--- src/rtl/csvs_pkg.sv ---
// shared types and constants for the csv line field splitter
// no dependencies
`timescale 1ns / 1ps

package csvs_pkg;

	localparam int DEF_MAX_LINE_BYTES = 4096;
	localparam int CNT_W = 13;
	localparam int BYTE_W = 8;

	localparam logic [BYTE_W-1:0] QUOTE_BYTE = 8'd34;
	localparam logic [BYTE_W-1:0] SPACE_BYTE = 8'd32;

	localparam logic [BYTE_W-1:0] RST_DELIMITER = 8'd44;
	localparam logic [BYTE_W-1:0] RST_ESCAPE = 8'd92;
	localparam logic [CNT_W-1:0] RST_MAX_FIELDS = '0;

	localparam logic [1:0] REG_DELIMITER = 2'd0;
	localparam logic [1:0] REG_ESCAPE = 2'd1;
	localparam logic [1:0] REG_MAX_FIELDS = 2'd2;

	localparam logic [1:0] ST_FIELD_BYTE = 2'd0;
	localparam logic [1:0] ST_LINE_DONE = 2'd1;
	localparam logic [1:0] ST_TOO_LONG = 2'd2;
	localparam logic [1:0] ST_NOT_READY = 2'd3;

	localparam logic [1:0] MODE_BETWEEN = 2'd0;
	localparam logic [1:0] MODE_LITERAL = 2'd1;
	localparam logic [1:0] MODE_QUOTED = 2'd2;

	typedef enum logic [3:0] {
		S_IDLE, S_OPEN, S_L_RD, S_L_CHK, S_Q_RD, S_Q_CHK, S_Q_CHK2,
		S_K_RD, S_K_CHK, S_E_RD, S_E_CHK, S_E_CHK2
	} state_t;

	typedef enum logic [4:0] {
		OP_NONE, OP_PUSH, OP_STAT, OP_EMPTY, OP_RD_SCAN, OP_LIT_SCAN, OP_LIT_SCAN1,
		OP_QSTART, OP_RD_PTR, OP_RD_PTR1, OP_LIT_DONE, OP_PTR_INC, OP_PTR_INC2,
		OP_QCLOSE, OP_QSET, OP_RD_CUR, OP_RD_CUR1, OP_EMIT_NOBYTE, OP_EMIT_RD, OP_EMIT_B
	} op_t;

	typedef struct packed {
		op_t op;
		logic [1:0] code;
	} cmd_t;

	typedef struct packed {
		logic complete;
		logic ovf;
		logic capped;
		logic scan_lt_len;
		logic pend;
		logic mode_zero;
		logic quoted;
		logic ptr_lt_len;
		logic ptr1_lt_len;
		logic cur_lt_end;
		logic cur1_lt_len;
		logic rd_is_quote;
		logic rd_is_delim;
		logic rd_le_space;
		logic b_is_quote;
		logic b_is_esc;
	} flags_t;

endpackage

--- src/rtl/csvs_ctrl.sv ---
// controller state machine for the csv line field splitter
// depends on csvs_pkg
`timescale 1ns / 1ps

module csvs_ctrl
	import csvs_pkg::*;
(
	input  logic   clk,
	input  logic   arst_n,
	input  logic   start,
	input  logic   req_type,
	input  flags_t flags,
	output cmd_t   cmd,
	output logic   busy
);

	state_t state_q, state_nx;

	always_ff @(posedge clk or negedge arst_n) begin
		if (!arst_n) begin
			state_q <= S_IDLE;
		end else begin
			state_q <= state_nx;
		end
	end

	always_comb begin
		state_nx = state_q;
		unique case (state_q)
			S_IDLE: begin
				if (start && req_type && flags.complete && !flags.ovf) begin
					if (flags.mode_zero) begin
						if (!flags.capped && flags.scan_lt_len) state_nx = S_OPEN;
					end else begin
						state_nx = S_E_RD;
					end
				end
			end
			S_OPEN: state_nx = flags.rd_is_quote ? S_Q_RD : S_L_RD;
			S_L_RD: state_nx = flags.ptr_lt_len ? S_L_CHK : S_E_RD;
			S_L_CHK: state_nx = flags.rd_is_delim ? S_E_RD : S_L_RD;
			S_Q_RD: state_nx = flags.ptr_lt_len ? S_Q_CHK : S_L_RD;
			S_Q_CHK: begin
				if (flags.ptr1_lt_len) state_nx = S_Q_CHK2;
				else if (flags.rd_is_quote) state_nx = S_K_RD;
				else state_nx = S_Q_RD;
			end
			S_Q_CHK2: begin
				if (flags.b_is_quote && !flags.rd_is_quote) state_nx = S_K_RD;
				else state_nx = S_Q_RD;
			end
			S_K_RD: state_nx = flags.ptr_lt_len ? S_K_CHK : S_E_RD;
			S_K_CHK: begin
				if (flags.rd_is_delim) state_nx = S_E_RD;
				else if (flags.rd_le_space) state_nx = S_K_RD;
				else state_nx = S_L_RD;
			end
			S_E_RD: state_nx = flags.cur_lt_end ? S_E_CHK : S_IDLE;
			S_E_CHK: state_nx = (flags.quoted && flags.cur1_lt_len) ? S_E_CHK2 : S_IDLE;
			S_E_CHK2: state_nx = S_IDLE;
			default: state_nx = S_IDLE;
		endcase
	end

	always_comb begin
		cmd.op = OP_NONE;
		cmd.code = ST_FIELD_BYTE;
		busy = (state_q != S_IDLE);
		unique case (state_q)
			S_IDLE: begin
				if (start) begin
					if (!req_type) begin
						cmd.op = OP_PUSH;
					end else if (!flags.complete) begin
						cmd.op = OP_STAT;
						cmd.code = ST_NOT_READY;
					end else if (flags.ovf) begin
						cmd.op = OP_STAT;
						cmd.code = ST_TOO_LONG;
					end else if (flags.mode_zero) begin
						if (flags.capped) begin
							cmd.op = OP_STAT;
							cmd.code = ST_LINE_DONE;
						end else if (flags.scan_lt_len) begin
							cmd.op = OP_RD_SCAN;
						end else if (flags.pend) begin
							cmd.op = OP_EMPTY;
						end else begin
							cmd.op = OP_STAT;
							cmd.code = ST_LINE_DONE;
						end
					end
				end
			end
			S_OPEN: cmd.op = flags.rd_is_quote ? OP_QSTART : OP_LIT_SCAN;
			S_L_RD: cmd.op = flags.ptr_lt_len ? OP_RD_PTR : OP_LIT_DONE;
			S_L_CHK: cmd.op = flags.rd_is_delim ? OP_LIT_DONE : OP_PTR_INC;
			S_Q_RD: cmd.op = flags.ptr_lt_len ? OP_RD_PTR : OP_LIT_SCAN1;
			S_Q_CHK: begin
				if (flags.ptr1_lt_len) cmd.op = OP_RD_PTR1;
				else if (flags.rd_is_quote) cmd.op = OP_QCLOSE;
				else cmd.op = OP_PTR_INC;
			end
			S_Q_CHK2: begin
				if ((flags.b_is_esc || flags.b_is_quote) && flags.rd_is_quote) cmd.op = OP_PTR_INC2;
				else if (flags.b_is_quote) cmd.op = OP_QCLOSE;
				else cmd.op = OP_PTR_INC;
			end
			S_K_RD: cmd.op = flags.ptr_lt_len ? OP_RD_PTR : OP_QSET;
			S_K_CHK: begin
				if (flags.rd_is_delim) cmd.op = OP_QSET;
				else if (flags.rd_le_space) cmd.op = OP_PTR_INC;
				else cmd.op = OP_LIT_SCAN;
			end
			S_E_RD: cmd.op = flags.cur_lt_end ? OP_RD_CUR : OP_EMIT_NOBYTE;
			S_E_CHK: cmd.op = (flags.quoted && flags.cur1_lt_len) ? OP_RD_CUR1 : OP_EMIT_RD;
			S_E_CHK2: cmd.op = OP_EMIT_B;
			default: cmd.op = OP_NONE;
		endcase
	end

endmodule

--- config.mk ---
export PLATFORM = sky130hd
export DESIGN_NAME = csvs_ctrl
export DESIGN_NICKNAME = d
export VERILOG_FILES = /design/src/rtl/csvs_pkg.sv /design/src/rtl/csvs_ctrl.sv
export SDC_FILE = /design/constraint.sdc
export NUM_CORES = 1
export LEC_CHECK = 0
export BUFFER_PORTS_ARGS = -buffer_cell sky130_fd_sc_hd__buf_2
export CELL_PAD_IN_SITES_DETAIL_PLACEMENT = 0
export CELL_PAD_IN_SITES_GLOBAL_PLACEMENT = 1
export CORE_UTILIZATION = 35
export DETAILED_ROUTE_END_ITERATION = 7
export PLACE_DENSITY = 0.85
export SLEW_MARGIN = 20
export SYNTH_ARGS = -nofsm -noshare
export SYNTH_HDL_FRONTEND = slang
export SYNTH_SLANG_ARGS = --single-unit
--- constraint.sdc ---
create_clock -name clk -period 4 [get_ports clk]
set_input_delay 0.6 -clock clk [delete_from_list [all_inputs] [get_ports clk]]
set_output_delay 0.6 -clock clk [all_outputs]
set_load 0.02 [all_outputs]
; ---- After elaboration in Yosys (flattened, before gate mapping)
; Cells that the tools add are included.
[word_totals]
word_cells = 70
regBits = 4
output_inout_bits = 8
in_bits = 20
[op_classes]
eq_ne = 13
reduce_logical = 14
mux = 42
[op_table]
columns = op, count
row1 = 5-bit one-hot mux with 12 select lines, 1
row2 = 4-bit two-way mux, 11
row3 = 4-bit one-hot mux with 11 select lines, 1
row4 = 7-bit two-way mux, 5
row5 = 3-bit two-way mux, 9
row6 = "4-bit by 3-bit == test with 1-bit output, second input constant", 4
row7 = "4-bit == test, second input constant", 4
row8 = 2-bit two-way mux, 8
row9 = 5-bit two-way mux, 2
row10 = "4-bit by 2-bit == test with 1-bit output, second input constant", 2
row11 = 1-bit logical AND, 7
row12 = 1-bit two-way mux, 5
row13 = "4-bit by 1-bit == test with 1-bit output, second input constant", 1
row14 = 4-bit zero test, 1
row15 = 4-bit nonzero test, 1
row16 = 1-bit zero test, 3
row17 = "3-bit != test, second input constant", 1
row18 = "2-bit != test, second input constant", 1
row19 = 2-bit AND reduction, 1
row20 = 1-bit logical OR, 1

; ---- Logic depth before layout (Yosys ltp)
[logic_depth]
depth_word = 9
mapped_depth = 6
ltp_nobuf = 4

; ---- Worst setup path before layout
; No wires, ideal clock.
[synth_timing]
path_kind = in2out
from = in flags[4] (netlist name)
to = out cmd[3] (netlist name)
path_slack_ns = 1.633
n_path_buf = 1
cell_stages = 4
required_ns = 3.400
arrival_time_ns = 1.767
cell_sequence = clkbuf_1 a21oi_1 a22o_1 or4_1
[synth_rtl]
columns = item, line
row1 = "start, declared", csvs_ctrl.sv:12  ; input flags_t flags,
row2 = "end, declared", csvs_ctrl.sv:13  ; output cmd_t cmd,

==> metrics.md <==
| Metric | Value |
|---|---|
| DP Area | approximately 860 sq um |
| Slew @ Worst Pin | 0.6276 ns |
| Clk slew on worst S/H paths | roughly 0.040 ns |
| Synth async-reset ratio | 100.0% |
| Slew headroom | between 50% and 60% |
| Combinational Power Share | roughly two thirds |
| Post-synthesis cell area | ~730 sq um |
| Clk sinks | 4 |
| Ys Warns | 0 |
| Post-layout min period | 2.843 ns |
| Setup ws final | ~1.2 ns |
| Reg2Reg Setup Slack | 2.11 ns |
| CTS tree | yes |
| Total track usage | slightly below 20% |
| Critical path's top delay family | flip-flops |
| HP Class | input port to asynchronous set/reset pin |
| Clk pwr share | 9.6% |
| Post-route clock skew | 0.0001232 ns |
| First-pass GRT wire length | 3091 microns |
| PwrDens | just over 600 nW/um^2 |
| Largest net degree at the start of global routing | 23 |
| Total gr overflow | 0 |
| Final setup TNS | 0 ns |
| Design Area, Final | 885.9 sq um |
| Max IR drop VDD | between 0.0003 and 0.0004 V |
| Largest fanout on the critical path | 20 |
| DRC Markers | 0 |
| Worst path depth | 5 |
| Largest registers | state_q (4) |
| Startpoint type of the worst setup path | flop |
| Total CTS buffers | 3 |
| Initial antenna violation count | 0 |
| CORE AREA | roughly 2000 sq um |
| Yosys top cell by area | dfrtp_1 |
| CP endpoint kind | primary output |
| Flop pwr share | between 20% and 30% |
| Initial core utilization | between 30 and 40% |
| Iteration-0 DRC Markers | 16 |
| Layout area overhead | 21.23% |
| Via count | just under 900 |
| Fillers | roughly 230 |
| Mean Syn Cell Area | roughly 6.6 sq um |
| Int Pwr | between 200 and 250 uW |
| Routed Antenna Nets | 0 |
| Ports | 28 |
| DRT Wirelength | about 2100 microns |
| Max reg flops | 4 |
| CP max stage cell | dfrtp_1 |
| Site Rows | 16 |
| Status | complete, no violations |
| Fin. Hold Viols | 0 |
| Post-CTS Resized | 0 |
| H-tree depth | 1 |
| Root Buffer | clkbuf_4 |
| Sequential element share of the synthesized area | a little over an eighth |
| DR pass1 iterations | 4 |
| Cell variety after synth | 39 |
| Period utilisation layout | between 70% and 80% |
| RSZ-0062 raised after global routing | false |
| Leak | 0.0003749 uW |
| Top FF cell, synth | dfrtp_1 |
| Mapped Cells | approximately 110 |
| Routed WL per cell | between 10 and 15 microns |
| Crit-path cells | nor2_1 > maj3_2 > a22o_1 > or4_1 > buf_2 |
| Die Wd | approximately 48 microns |
| EDFF count, synth | 0 |
| Hold_ws | 0.1493 ns |
| Fmax | 0.3518 GHz |
| Setup bufs post-CTS | 0 |
| Reg2Reg Depth | 4 |
| CTS max path bufs | 2 |
| Largest Register | state_q |
| Via density | ~5.6 |
| Die Height | 47.69 microns |
| Critical path type | flop to primary output |
| Slew Viols, Final | 0 |
| Net Sw Frac | between 50% and 60% |
| Hold buffers post-CTS | 0 |
| Required time of the critical path | between 3 and 4 ns |
| Layout Nets | ~150 |
| Worst-Skew Late Latency | between 0.2 and 0.25 ns |
| Share of layout cells above drive strength 1 | 25.76% |
| Max Cap Violations | 0 |
| Top cells by area, synth | dfrtp_1 (14%), nand2b_1 (6.8%), o21ai_0 (6.2%) |
| Antenna diodes | 0 |
| CP bufs+invs | 1 |
| Pre-CTS setup slack | ~1.4 ns |
| Synth top area share | a little over an eighth |
| Sw power | between 300 and 400 uW |
| Crit path DAT | roughly 2.2 ns |
| Slowest stage delay, CP | 0.71 ns |
| Die area | 2274 sq um |
| Mapped Nets | between 100 and 150 |
| Vias in the first global route | approximately 730 |
| Number of buffers added on ports | 27 |
| Final setup viols | 0 |
| HPWL Detailed | 1551 microns |
| #FFs+latches synth | 4 |
| GPL Wtd Cong | about 0.9 |
[placed cells by master (no fill, tap or decap), drive strengths merged, types with 2 or more instances in the layout]
master / instances
nand3b: 2
o41ai: 2
o21ai: 9
nand4b: 2
a21o: 2
o22ai: 2
or4: 2
nand2: 8
nor2: 9
o2111ai: 2
dfrtp: 4
nor3: 2
a21oi: 8
buf: 27
nand2b: 8
or3: 2
inv: 8
nor3b: 2
a211oi: 2
nand3: 4
nor2b: 5
clkbuf: 3
a31oi: 3
[cell usage after synthesis, types with 2 or more instances]
library cell and instances:
nor2_1 9, o21ai_0 9, a21oi_1 8, nand2_1 8
nand2b_1 8, inv_1 7, clkbuf_1 5, nor2b_1 5
dfrtp_1 4, nand3_1 4, a31oi_1 3, a211oi_1 2
a21o_1 2, buf_1 2, buf_2 2, nand3b_1 2
nand4b_1 2, nor3_1 2, nor3b_1 2, o2111ai_1 2
o22ai_1 2, o41ai_1 2, or3_1 2, or4_1 2
[cell type report]
type                            instances  area (sq um)  share of cell area, %
Clock buffer                            3         22.52                  2.542
Inverter                                8         30.03                  3.390
Multi-Input combinational cell         90         564.3                  63.70
Sequential cell                         4         100.1                  11.30
Tap cell                               27         33.78                  3.814
Timing Repair Buffer                   27         135.1                  15.25
[cell families after synthesis]
logic type,after synthesis,synth area share [%]
AOI/OAI and AO/OA,37,33.05
adders and majority gates,1,1.541
buffers and inverters,17,9.076
DFF,4,13.70
muxes,1,3.082
and+or+nand+nor,51,39.56
[final timing paths]
check | from | endpoint
max | state_q[3] | cmd[3]
min | arst_n | state_q[3]
max reg2reg | state_q[3] | state_q[0]
min reg2reg | state_q[0] | state_q[3]
max in group asynchronous | arst_n | state_q[1]
min in group clk | flags[3] | state_q[1]
[per-stage QoR]
stage / std cells / utilization, % / total power [uW]
after floorplan: 111 / - / 398.2
after global placement: 156 / 44.01 / 492.4
after detailed placement: 156 / 44.01 / 492.0
after CTS: 159 / 45.15 / 548.2
after global routing: 159 / 45.15 / 598.6
final: 159 / 45.15 / 550.8
[power by group through the flow]
| stage | Sequential (uW) | Combinational [uW] | Clock [uW] |
|---|---|---|---|
| after detailed placement | 135 | 357 | 0 |
| after floorplan | 65.3 | 333 | 0 |
| after CTS | 134 | 360 | 54.2 |
| after global placement | 134 | 358 | 0 |
| final | 138 | 360 | 53.1 |
| after global routing | 145 | 397 | 57.0 |
[per-layer routing]
layer,GRT usage (%),up-vias,routed length [microns]
met5,0,-,0
met4,10.56,0,52
met3,4.906,6,114
met1,28.25,405,1010
li1,-,456,-
met2,26.76,25,888
Note: power is estimated with default switching activity, not from simulation.
